==> src/hw/rtl/crr_pkg.sv <==
package crr_pkg;

  localparam int COORD_BITS  = 16;
  localparam int CENTER_BITS = 16;
  localparam int RADIUS_BITS = 15;

  localparam int MAX_BITS = (COORD_BITS > CENTER_BITS) ? COORD_BITS : CENTER_BITS;
  localparam int EXT_W    = MAX_BITS + 3;
  localparam int R2_W     = RADIUS_BITS + 1;
  localparam int RSQ_W    = 2 * RADIUS_BITS;
  localparam int RSUM_W   = RSQ_W + 1;
  localparam int ESQ_W    = 2 * R2_W;
  localparam int ESUM_W   = ESQ_W + 1;

  localparam int CFG_DATA_W = 32;
  localparam int CFG_ADDR_W = 4;
  localparam int REG_IDX_W  = CFG_ADDR_W - 2;

  localparam logic [REG_IDX_W-1:0] REG_CENTER_X = REG_IDX_W'(0);
  localparam logic [REG_IDX_W-1:0] REG_CENTER_Y = REG_IDX_W'(1);
  localparam logic [REG_IDX_W-1:0] REG_RADIUS   = REG_IDX_W'(2);

  typedef logic signed [COORD_BITS-1:0]  coord_t;
  typedef logic signed [CENTER_BITS-1:0] center_t;
  typedef logic [RADIUS_BITS-1:0]        radius_t;
  typedef logic signed [EXT_W-1:0]       ext_t;

  typedef enum logic [1:0] {
    REL_CIRCLE_HOLDS_RECT,
    REL_RECT_HOLDS_CIRCLE,
    REL_OVERLAP,
    REL_DISJOINT
  } rel_t;

  typedef struct packed {
    center_t center_x;
    center_t center_y;
    radius_t radius;
  } cfg_t;

  function automatic ext_t ext_coord(coord_t v);
    return ext_t'(v);
  endfunction

  function automatic ext_t ext_center(center_t v);
    return ext_t'(v);
  endfunction

  function automatic ext_t ext_radius(radius_t v);
    return ext_t'({1'b0, v});
  endfunction

  function automatic ext_t abs_ext(ext_t v);
    return v[EXT_W-1] ? -v : v;
  endfunction

endpackage

==> src/hw/rtl/crr_rect_if.sv <==
interface crr_rect_if;
  logic            valid;
  logic            ready;
  crr_pkg::coord_t rect_left;
  crr_pkg::coord_t rect_right;
  crr_pkg::coord_t rect_bottom;
  crr_pkg::coord_t rect_top;

  modport source (
    output valid, rect_left, rect_right, rect_bottom, rect_top,
    input  ready
  );

  modport sink (
    input  valid, rect_left, rect_right, rect_bottom, rect_top,
    output ready
  );
endinterface

==> src/hw/rtl/crr_rel_if.sv <==
interface crr_rel_if;
  logic          valid;
  logic          ready;
  crr_pkg::rel_t relation;

  modport source (
    output valid, relation,
    input  ready
  );

  modport sink (
    input  valid, relation,
    output ready
  );
endinterface

==> src/hw/rtl/crr_cfg_regs.sv <==
module crr_cfg_regs (
  input  logic                             clk,
  input  logic                             rst_n,
  input  logic                             psel,
  input  logic                             penable,
  input  logic                             pwrite,
  input  logic [crr_pkg::CFG_ADDR_W-1:0]   paddr,
  input  logic [crr_pkg::CFG_DATA_W-1:0]   pwdata,
  output logic [crr_pkg::CFG_DATA_W-1:0]   prdata,
  output logic                             pready,
  output crr_pkg::cfg_t                    cfg
);

  crr_pkg::cfg_t                    cfg_r;
  logic [crr_pkg::REG_IDX_W-1:0]    idx;
  logic                             wr_en;

  assign idx    = paddr[crr_pkg::CFG_ADDR_W-1:2];
  assign wr_en  = psel && penable && pwrite;
  assign pready = 1'b1;
  assign cfg    = cfg_r;

  always_ff @(posedge clk) begin
    if (!rst_n) begin
      cfg_r <= '0;
    end else if (wr_en) begin
      case (idx)
        crr_pkg::REG_CENTER_X: begin
          cfg_r.center_x <= pwdata[crr_pkg::CENTER_BITS-1:0];
        end
        crr_pkg::REG_CENTER_Y: begin
          cfg_r.center_y <= pwdata[crr_pkg::CENTER_BITS-1:0];
        end
        crr_pkg::REG_RADIUS: begin
          cfg_r.radius <= pwdata[crr_pkg::RADIUS_BITS-1:0];
        end
        default: begin
        end
      endcase
    end
  end

  always_comb begin
    case (idx)
      crr_pkg::REG_CENTER_X: prdata = crr_pkg::CFG_DATA_W'(cfg_r.center_x);
      crr_pkg::REG_CENTER_Y: prdata = crr_pkg::CFG_DATA_W'(cfg_r.center_y);
      crr_pkg::REG_RADIUS:   prdata = crr_pkg::CFG_DATA_W'(cfg_r.radius);
      default:               prdata = '0;
    endcase
  end

endmodule

==> src/hw/rtl/crr_pipe.sv <==
module crr_pipe (
  input  logic             clk,
  input  logic             rst_n,
  input  crr_pkg::cfg_t    cfg,
  crr_rect_if.sink         in_ch,
  crr_rel_if.source        out_ch
);

  logic en;
  logic v0_r, v1_r, v2_r, v3_r, v4_r, out_valid_r;

  crr_pkg::ext_t cx_e, cy_e, r_e, r2_e;

  // Stage 0: input register.
  crr_pkg::coord_t l0_r, rt0_r, b0_r, t0_r;

  // Stage 1: edge differences and sums.
  crr_pkg::ext_t xd1_nxt [2];
  crr_pkg::ext_t yd1_nxt [2];
  crr_pkg::ext_t xd1_r   [2];
  crr_pkg::ext_t yd1_r   [2];
  crr_pkg::ext_t sumx1_nxt, sumy1_nxt, hw1_nxt, hh1_nxt;
  crr_pkg::ext_t sumx1_r, sumy1_r, hw1_r, hh1_r;
  logic          hold1_nxt, hold1_r;
  crr_pkg::ext_t l_e, rt_e, b_e, t_e;

  // Stage 2: magnitudes and bounds.
  crr_pkg::ext_t           ax2 [2];
  crr_pkg::ext_t           ay2 [2];
  logic [1:0]              nearx2_nxt, neary2_nxt, nearx2_r, neary2_r;
  crr_pkg::radius_t        xa2_nxt [2];
  crr_pkg::radius_t        ya2_nxt [2];
  crr_pkg::radius_t        xa2_r   [2];
  crr_pkg::radius_t        ya2_r   [2];
  crr_pkg::ext_t           dx2raw_nxt, dy2raw_nxt, hwr2_nxt, hhr2_nxt;
  crr_pkg::ext_t           dx2raw_r, dy2raw_r, hwr2_r, hhr2_r, hw2_r, hh2_r;
  logic                    hold2_r;

  // Stage 3: corner squares and overlap classification.
  crr_pkg::ext_t           dx3, dy3, ex3_full, ey3_full;
  logic [crr_pkg::RSQ_W-1:0] xsq3_nxt [2];
  logic [crr_pkg::RSQ_W-1:0] ysq3_nxt [2];
  logic [crr_pkg::RSQ_W-1:0] xsq3_r   [2];
  logic [crr_pkg::RSQ_W-1:0] ysq3_r   [2];
  logic [crr_pkg::RSQ_W-1:0] rr3_nxt, rr3_r;
  logic [crr_pkg::R2_W-1:0]  ex3_r, ey3_r;
  logic                      far3_nxt, inside3_nxt, far3_r, inside3_r;
  logic [1:0]                nearx3_r, neary3_r;
  logic                      hold3_r;

  // Stage 4: corner containment and edge-distance squares.
  logic                      contain4_nxt, contain4_r;
  logic [crr_pkg::ESQ_W-1:0] exsq4_nxt, eysq4_nxt, exsq4_r, eysq4_r, r2sq4_r;
  logic                      far4_r, inside4_r, hold4_r;

  // Output stage.
  logic                      hit;
  logic [crr_pkg::ESUM_W-1:0] esum;
  crr_pkg::rel_t             rel_nxt, rel_r;

  assign en           = !out_valid_r || out_ch.ready;
  assign in_ch.ready  = en;
  assign out_ch.valid = out_valid_r;
  assign out_ch.relation = rel_r;

  assign cx_e = crr_pkg::ext_center(cfg.center_x);
  assign cy_e = crr_pkg::ext_center(cfg.center_y);
  assign r_e  = crr_pkg::ext_radius(cfg.radius);
  assign r2_e = r_e + r_e;

  always_comb begin
    l_e  = crr_pkg::ext_coord(l0_r);
    rt_e = crr_pkg::ext_coord(rt0_r);
    b_e  = crr_pkg::ext_coord(b0_r);
    t_e  = crr_pkg::ext_coord(t0_r);
    xd1_nxt[0] = cx_e - l_e;
    xd1_nxt[1] = cx_e - rt_e;
    yd1_nxt[0] = cy_e - b_e;
    yd1_nxt[1] = cy_e - t_e;
    sumx1_nxt  = l_e + rt_e;
    sumy1_nxt  = b_e + t_e;
    hw1_nxt    = rt_e - l_e;
    hh1_nxt    = t_e - b_e;
    hold1_nxt  = (l_e < cx_e - r_e) && (rt_e > cx_e + r_e) &&
                 (b_e < cy_e - r_e) && (t_e > cy_e + r_e);
  end

  always_comb begin
    for (int i = 0; i < 2; i++) begin
      ax2[i]        = crr_pkg::abs_ext(xd1_r[i]);
      ay2[i]        = crr_pkg::abs_ext(yd1_r[i]);
      nearx2_nxt[i] = ax2[i] <= r_e;
      neary2_nxt[i] = ay2[i] <= r_e;
      xa2_nxt[i]    = ax2[i][crr_pkg::RADIUS_BITS-1:0];
      ya2_nxt[i]    = ay2[i][crr_pkg::RADIUS_BITS-1:0];
    end
    dx2raw_nxt = cx_e + cx_e - sumx1_r;
    dy2raw_nxt = cy_e + cy_e - sumy1_r;
    hwr2_nxt   = hw1_r + r2_e;
    hhr2_nxt   = hh1_r + r2_e;
  end

  always_comb begin
    dx3         = crr_pkg::abs_ext(dx2raw_r);
    dy3         = crr_pkg::abs_ext(dy2raw_r);
    far3_nxt    = (dx3 > hwr2_r) || (dy3 > hhr2_r);
    inside3_nxt = (dx3 <= hw2_r) || (dy3 <= hh2_r);
    ex3_full    = dx3 - hw2_r;
    ey3_full    = dy3 - hh2_r;
    for (int i = 0; i < 2; i++) begin
      xsq3_nxt[i] = crr_pkg::RSQ_W'(xa2_r[i]) * crr_pkg::RSQ_W'(xa2_r[i]);
      ysq3_nxt[i] = crr_pkg::RSQ_W'(ya2_r[i]) * crr_pkg::RSQ_W'(ya2_r[i]);
    end
    rr3_nxt = crr_pkg::RSQ_W'(cfg.radius) * crr_pkg::RSQ_W'(cfg.radius);
  end

  always_comb begin
    contain4_nxt = 1'b1;
    for (int i = 0; i < 2; i++) begin
      for (int j = 0; j < 2; j++) begin
        if (!(nearx3_r[i] && neary3_r[j] &&
              (crr_pkg::RSUM_W'(xsq3_r[i]) + crr_pkg::RSUM_W'(ysq3_r[j]) <=
               crr_pkg::RSUM_W'(rr3_r)))) begin
          contain4_nxt = 1'b0;
        end
      end
    end
    exsq4_nxt = crr_pkg::ESQ_W'(ex3_r) * crr_pkg::ESQ_W'(ex3_r);
    eysq4_nxt = crr_pkg::ESQ_W'(ey3_r) * crr_pkg::ESQ_W'(ey3_r);
  end

  always_comb begin
    esum = crr_pkg::ESUM_W'(exsq4_r) + crr_pkg::ESUM_W'(eysq4_r);
    hit  = !far4_r && (inside4_r || (esum <= crr_pkg::ESUM_W'(r2sq4_r)));
    if (contain4_r) begin
      rel_nxt = crr_pkg::REL_CIRCLE_HOLDS_RECT;
    end else if (hold4_r) begin
      rel_nxt = crr_pkg::REL_RECT_HOLDS_CIRCLE;
    end else if (hit) begin
      rel_nxt = crr_pkg::REL_OVERLAP;
    end else begin
      rel_nxt = crr_pkg::REL_DISJOINT;
    end
  end

  always_ff @(posedge clk) begin
    if (!rst_n) begin
      v0_r        <= 1'b0;
      v1_r        <= 1'b0;
      v2_r        <= 1'b0;
      v3_r        <= 1'b0;
      v4_r        <= 1'b0;
      out_valid_r <= 1'b0;
    end else if (en) begin
      v0_r        <= in_ch.valid;
      v1_r        <= v0_r;
      v2_r        <= v1_r;
      v3_r        <= v2_r;
      v4_r        <= v3_r;
      out_valid_r <= v4_r;
    end
  end

  always_ff @(posedge clk) begin
    if (en) begin
      l0_r  <= in_ch.rect_left;
      rt0_r <= in_ch.rect_right;
      b0_r  <= in_ch.rect_bottom;
      t0_r  <= in_ch.rect_top;

      xd1_r   <= xd1_nxt;
      yd1_r   <= yd1_nxt;
      sumx1_r <= sumx1_nxt;
      sumy1_r <= sumy1_nxt;
      hw1_r   <= hw1_nxt;
      hh1_r   <= hh1_nxt;
      hold1_r <= hold1_nxt;

      nearx2_r <= nearx2_nxt;
      neary2_r <= neary2_nxt;
      xa2_r    <= xa2_nxt;
      ya2_r    <= ya2_nxt;
      dx2raw_r <= dx2raw_nxt;
      dy2raw_r <= dy2raw_nxt;
      hwr2_r   <= hwr2_nxt;
      hhr2_r   <= hhr2_nxt;
      hw2_r    <= hw1_r;
      hh2_r    <= hh1_r;
      hold2_r  <= hold1_r;

      xsq3_r    <= xsq3_nxt;
      ysq3_r    <= ysq3_nxt;
      rr3_r     <= rr3_nxt;
      ex3_r     <= ex3_full[crr_pkg::R2_W-1:0];
      ey3_r     <= ey3_full[crr_pkg::R2_W-1:0];
      far3_r    <= far3_nxt;
      inside3_r <= inside3_nxt;
      nearx3_r  <= nearx2_r;
      neary3_r  <= neary2_r;
      hold3_r   <= hold2_r;

      contain4_r <= contain4_nxt;
      exsq4_r    <= exsq4_nxt;
      eysq4_r    <= eysq4_nxt;
      r2sq4_r    <= {rr3_r, 2'b00};
      far4_r     <= far3_r;
      inside4_r  <= inside3_r;
      hold4_r    <= hold3_r;

      rel_r <= rel_nxt;
    end
  end

endmodule

==> src/hw/rtl/circle_rect_relation.sv <==
// Throughput: one rectangle per cycle through a six-register pipeline, unless the output stalls.
// The whole pipeline holds while a result beat waits on the output, so input
// ready follows output ready combinationally.
// Synchronous active-low reset clears all pipeline valid flags and sets the
// circle center and radius registers to zero.
module circle_rect_relation (
  input  logic                             clk,
  input  logic                             rst_n,
  input  logic                             psel,
  input  logic                             penable,
  input  logic                             pwrite,
  input  logic [crr_pkg::CFG_ADDR_W-1:0]   paddr,
  input  logic [crr_pkg::CFG_DATA_W-1:0]   pwdata,
  output logic [crr_pkg::CFG_DATA_W-1:0]   prdata,
  output logic                             pready,
  crr_rect_if.sink                         in_ch,
  crr_rel_if.source                        out_ch
);

  crr_pkg::cfg_t cfg;

  crr_cfg_regs u_cfg_regs (
    .clk     (clk),
    .rst_n   (rst_n),
    .psel    (psel),
    .penable (penable),
    .pwrite  (pwrite),
    .paddr   (paddr),
    .pwdata  (pwdata),
    .prdata  (prdata),
    .pready  (pready),
    .cfg     (cfg)
  );

  crr_pipe u_pipe (
    .clk    (clk),
    .rst_n  (rst_n),
    .cfg    (cfg),
    .in_ch  (in_ch),
    .out_ch (out_ch)
  );

endmodule

==> src/flat_wrapper.sv <==
// flat-port wrapper written by rule: the top's interface ports become plain ports
module circle_rect_relation_flat 
  (clk, rst_n, psel, penable, pwrite, paddr, pwdata, prdata, pready, in_ch_valid, in_ch_rect_left, in_ch_rect_right, in_ch_rect_bottom, in_ch_rect_top, in_ch_ready, out_ch_valid, out_ch_relation, out_ch_ready);
  crr_rect_if in_ch_i ();
  crr_rel_if out_ch_i ();
  input  logic clk;
  input  logic rst_n;
  input  logic psel;
  input  logic penable;
  input  logic pwrite;
  input  logic [crr_pkg::CFG_ADDR_W-1:0] paddr;
  input  logic [crr_pkg::CFG_DATA_W-1:0] pwdata;
  output logic [crr_pkg::CFG_DATA_W-1:0] prdata;
  output logic pready;
  input wire logic [$bits(in_ch_i.valid)-1:0] in_ch_valid;
  input wire logic [$bits(in_ch_i.rect_left)-1:0] in_ch_rect_left;
  input wire logic [$bits(in_ch_i.rect_right)-1:0] in_ch_rect_right;
  input wire logic [$bits(in_ch_i.rect_bottom)-1:0] in_ch_rect_bottom;
  input wire logic [$bits(in_ch_i.rect_top)-1:0] in_ch_rect_top;
  output wire logic [$bits(in_ch_i.ready)-1:0] in_ch_ready;
  output wire logic [$bits(out_ch_i.valid)-1:0] out_ch_valid;
  output wire logic [$bits(out_ch_i.relation)-1:0] out_ch_relation;
  input wire logic [$bits(out_ch_i.ready)-1:0] out_ch_ready;
  assign in_ch_i.valid = in_ch_valid;
  assign in_ch_i.rect_left = in_ch_rect_left;
  assign in_ch_i.rect_right = in_ch_rect_right;
  assign in_ch_i.rect_bottom = in_ch_rect_bottom;
  assign in_ch_i.rect_top = in_ch_rect_top;
  assign in_ch_ready = in_ch_i.ready;
  assign out_ch_valid = out_ch_i.valid;
  assign out_ch_relation = out_ch_i.relation;
  assign out_ch_i.ready = out_ch_ready;
  circle_rect_relation u_core (.clk(clk), .rst_n(rst_n), .psel(psel), .penable(penable), .pwrite(pwrite), .paddr(paddr), .pwdata(pwdata), .prdata(prdata), .pready(pready), .in_ch(in_ch_i), .out_ch(out_ch_i));
endmodule
==> config.mk <==
export PLATFORM = sky130hd
export DESIGN_NAME = circle_rect_relation_flat
export DESIGN_NICKNAME = d
export VERILOG_FILES = /design/src/hw/rtl/crr_pkg.sv /design/src/hw/rtl/crr_rect_if.sv /design/src/hw/rtl/crr_rel_if.sv /design/src/hw/rtl/crr_cfg_regs.sv /design/src/hw/rtl/crr_pipe.sv /design/src/hw/rtl/circle_rect_relation.sv /design/src/flat_wrapper.sv
export SDC_FILE = /design/constraint.sdc
export NUM_CORES = 2
export LEC_CHECK = 0
export ABC_AREA = 1
export BUFFER_PORTS_ARGS = -buffer_cell sky130_fd_sc_hd__buf_2
export CORE_UTILIZATION = 66
export DETAILED_ROUTE_END_ITERATION = 7
export PLACE_DENSITY = 0.91
export RECOVER_POWER = 25
export SYNTH_ARGS = -nofsm -noshare
export SYNTH_HDL_FRONTEND = slang
export SYNTH_SLANG_ARGS = --single-unit
==> constraint.sdc <==
create_clock -name clk -period 23.7 [get_ports clk]
set_input_delay 4.74 -clock clk [delete_from_list [all_inputs] [get_ports clk]]
set_output_delay 4.74 -clock clk [all_outputs]
set_load 0.05 [all_outputs]
After elaboration in Yosys (flattened, before gate mapping)
Cells that the tools add are included.

Register bits: 738.

Eq/ne operators: 2. Muxes and demuxes: 10. Multiply operators: 7. Order comparisons: 17. Reduce and logical (&&, ||, !) cells: 26. Add/subtract/negate cells: 32.

Operators with widths (number): $mul 15x15->30 (5); $sub 16x16->17 (8); $add 30x30->31 (4); $le 31x30->1 (4); $mux 19 (6); $neg 19->19 (6); $add 16x16->17 (6); $pmux 32 s3 (1); $le 19x16->1 (4); $mul 16x16->32 (2); $add 19x17->19 (2); $gt 19x19->1 (2); $le 19x19->1 (2); $sub 17x19->19 (2); $gt 16x17->1 (2); $lt 16x17->1 (2); $add 32x32->33 (1); $le 33x32->1 (1); $sub 16x16->16 (2); $add 15x15->16 (1); $logic_and 1x1->1 (14); $reduce_and 2->1 (3); $logic_or 1x1->1 (4); $mux 1 (3); 6 further kinds (7).

Depth between registers and ports, before layout
Depth after elaboration: 6. Mapped depth: 28. Gate-level depth less buffers: 26.

Modules after synthesis
A second synthesis with hierarchy kept.

Cells, all modules: 11341. Area total of the unflattened synthesis: 97244.5 sq um.

By module, submodules not included: crr_pipe (times used 1, cells an instance 10974, sequential area each 19548.7 sq um, area each 94887.3 sq um); crr_cfg_regs (times used 1, cells an instance 367, sequential area each 940.9 sq um, area each 2357.3 sq um).

Worst setup path before layout
OpenSTA, ideal clock, no wires.

Path type: input-to-output. Start point: in out_ch_ready. End point: out in_ch_ready. Data arrival time: 17.641 ns. Slack: 1.319 ns. Path buffers: 0. Stages on the path: 2. Cells stage by stage: nor2_1 inv_1.

Longest elaborated chain between the ends: 1.

Ends and longest elaborated chain: from (decl) (RTL line flat_wrapper.sv:23) `input wire logic [$bits(out_ch_i.ready)-1:0] out_ch_ready;`; $logic_or 1x1->1 (RTL line crr_pipe.sv:61) `assign en = !out_valid_r || out_ch.ready;`; to (decl) (RTL line flat_wrapper.sv:20) `output wire logic [$bits(in_ch_i.ready)-1:0] in_ch_ready;`.

Every way passes these cells.

Worst setup path in the final report
Start point: in paddr[2] in the netlist's numbering. End point: out prdata[21] in the netlist's numbering.

Longest elaborated chain between the ends: 2.

Ends and longest elaborated chain: from (decl) (RTL line flat_wrapper.sv:11) `input logic [crr_pkg::CFG_ADDR_W-1:0] paddr;`; $eq 2x2->1, or another cell as far along (RTL line crr_cfg_regs.sv:44) `case (idx)`; $pmux 32 s3 (*) (RTL line crr_cfg_regs.sv:44); to (decl) (RTL line flat_wrapper.sv:13) `output logic [crr_pkg::CFG_DATA_W-1:0] prdata;`.

Mark *: on every way between the ends. The rest lies on a longest branch, timed or not.

==> reports/qor.txt <==
post-synth top area cell: fa_1
Startpoint Class: input pin
# fillers: 10506
Initial Utilization: 66.4%
number of cell rows: 140
Max Cap Viol: 1
Critical Path Max Stage Delay: 0.77 ns
Worst R2R Path Depth: 21
final worst path period need: 11.74 ns
Routed Antenna Nets: 0
commonest non-fill, non-tap cells in the layout: inv_1, nand2_1, ha_1
CTS tree: done
main flop type after synthesis: edfxtp_1
number of global-route vias before repair: 81694
P&R area growth vs syn: 5.42%
synthesis warning total: 0
CP endpoint kind: primary output
CTS H-tree depth: 3
die area: 148000 µm²
Setup CP Type: in -> out
clock root buffer: clkbuf_16
CTS Sinks: 700
PortBufs: 124
Slew @ Worst Pin: 2.12 ns
slowest cell on the critical path: o22ai_1
critical path's most frequent cell: buf_2
CP delay by family, top: compound AO/OA/AOI/OAI gates
clock slew at the register clock pins of the worst setup and hold paths: 0.06 ns
Detailed Route Iter0 Violations: 6710
Worst path depth: 5
GPL Wtd Cong: 1.05
CTS Buffer Depth: 3
outcome: complete, but fails checks
Tightest Hold Check Type: reg -> reg
CTS Hold Bufs: 0
hold depth: 0
Fin Setup TNS: 0 ns
CP Max Fanout: 17
sequential share of the synthesized area: 21.2%
Synth area leaders: fa_1, edfxtp_1, ha_1
CP Cell Sequence: buf_2, nor2_1, inv_1, o22ai_1, buf_2
post-synth top area share: 21.2%
Remaining DRCs: 0
Post-Syn Area: 96700 µm²
cts bufs inserted: 79
worst endpoint required time: 18.96 ns
Final Slew Violations: 27
final period utilization: 49.5%
Post-Route Skew: 0.0399 ns
Worst Path Buf+Inv: 3
synthesized area per cell: 8.63 µm²
first-pass GRT wire length: 420000 µm
grt ovf: 0
multi-input logic area: 65800 µm²
Routed WL per cell: 20.2 µm
Core Area: 146000 µm²
number of synthesized register bits: 700
Ports: 144
Netlist cell types: 71
setup bufs post-CTS: 0
EDFF count, synth: 647
Cells after Synth: 11201
failing checks: max-capacitance violations, max-slew violations
Slew headroom: -41.5%
drt first pass iters: 8
via count: 78106
overall routed net length: 269000 µm
largest net degree at the start of global routing: 189
share of cells above drive strength 1: 3.64%
endpoints failing hold: 0
vias per cell: 5.88
RSZ-0062 raised after global routing: no
# nets final: 13836
FMAX: 85.2 MHz
most common cell after layout, fill and taps aside: inv_1
Worst-Skew Late Latency: 0.72 ns
CTS resizes: 0
GRT Total Usage: 36.7%
Die W: 385 µm
initial antenna violation count: 14
die height: 385 µm
CP Data Arrival Time: 7.00 ns
sequential standard cell area: 20500 µm²
asr flop ratio synth: 0%
setup violators final: 0
hpwl dp: 218000 µm
-- cells in the mapped netlist, types with 4 or more instances --
cell type	instances
nand3_1	204
a21boi_2	22
or2_2	17
a21oi_1	779
o221ai_1	6
o211ai_1	30
clkinv_1	4
a31oi_1	46
nor3b_1	6
nor3_2	6
nand3b_1	13
o21bai_2	4
o21bai_1	34
dfxtp_1	53
fa_1	1024
a221oi_1	4
xor2_1	469
ha_1	1399
xnor2_1	234
o21ai_2	64
edfxtp_1	647
a21o_1	64
o21ai_1	43
o21a_1	22
inv_1	2575
inv_2	4
a21boi_1	17
nor4_1	38
nand2_1	1946
o21ai_0	331
clkbuf_1	169
a21boi_0	13
a211oi_1	23
o2111ai_1	12
nor2_1	554
o31ai_1	26
buf_2	7
buf_4	19
nor3_1	120
nand4_1	80
a21oi_2	26
-- registers in the layout (all words and copies together), names as in the netlist, 17 cells and up --
register                count
u_core.u_pipe.hwr2_r       19
u_core.u_pipe.exsq4_r      30
u_core.u_pipe.eysq4_r      30
u_core.u_pipe.sumx1_r      17
u_core.u_pipe.r2sq4_r      29
u_core.u_pipe.xsq3_r       58
u_core.u_pipe.rr3_r        29
u_core.u_pipe.xd1_r        34
u_core.u_pipe.sumy1_r      17
u_core.u_pipe.hhr2_r       18
u_core.u_pipe.ya2_r        30
u_core.u_pipe.yd1_r        34
u_core.u_pipe.dx2raw_r     18
u_core.u_pipe.dy2raw_r     19
u_core.u_pipe.xa2_r        30
u_core.u_pipe.ysq3_r       58
u_core.u_cfg_regs.cfg      47
-- logic make-up (layout without fill, tap and decap cells) --
kind of cell / after synthesis / count (layout) / synth area share (%)
flops: 700 / 700 / 21.2
simple gates: 2996 / 2996 / 12.6
other cells: 2 / 63 / 0.00777
compound gates: 1595 / 1595 / 9.67
buf+inv: 2781 / 2892 / 10.9
mux: 1 / 1 / 0.0104
fa+ha+maj: 2423 / 2423 / 39.3
xor+xnor: 703 / 703 / 6.37
-- routing by layer --
metal  track usage, %  part of all wire (%)  vias to the layer above
li1                 -                     -                    35688
met1             42.3                    36                    37250
met2             62.4                    48                     3960
met3             6.53                   8.9                     1200
met4             24.9                   7.7                        8
met5                0                 0.019                        -
-- cell type report --
class / instances / area share (%)
Clock buffer: 96 / 2.05
Antenna cell: 3 / 0.00737
Sequential cell: 700 / 20.1
Inverter: 2583 / 9.52
Timing Repair Buffer: 164 / 0.908
Tap cell: 1917 / 2.35
Multi-Input combinational cell: 7778 / 64.5
Clock inverter: 49 / 0.527
-- final timing paths --
check / slack [ns] / startpoint / to
worst min-delay path: 0.41 / u_core.u_pipe.hold1_r / u_core.u_pipe.hold2_r
worst max register to register: 16.13 / u_core.u_cfg_regs.cfg[0] / u_core.u_pipe.rr3_r[26]
worst max-delay path: 11.96 / paddr[2] / prdata[21]
worst min register to register: 0.41 / u_core.u_pipe.hold1_r / u_core.u_pipe.hold2_r
-- metrics by stage --
step,worst slack (ns),hold WS (ns),std cells,instance area (µm²),util (%)
2_1_floorplan,1.32,0.400,11259,96900,-
3_3_place_gp,12.03,0.401,13142,99400,68.3
3_5_place_dp,11.97,0.405,13142,99400,68.3
4_1_cts,11.97,0.416,13287,102000,70.1
5_1_grt,11.83,0.423,13287,102000,70.0
6_report,11.96,0.414,13290,102000,70.0
Power is left out: the tool's default activity adds up to more than one toggle a clock period on the data nets, which glitch-free logic cannot reach.
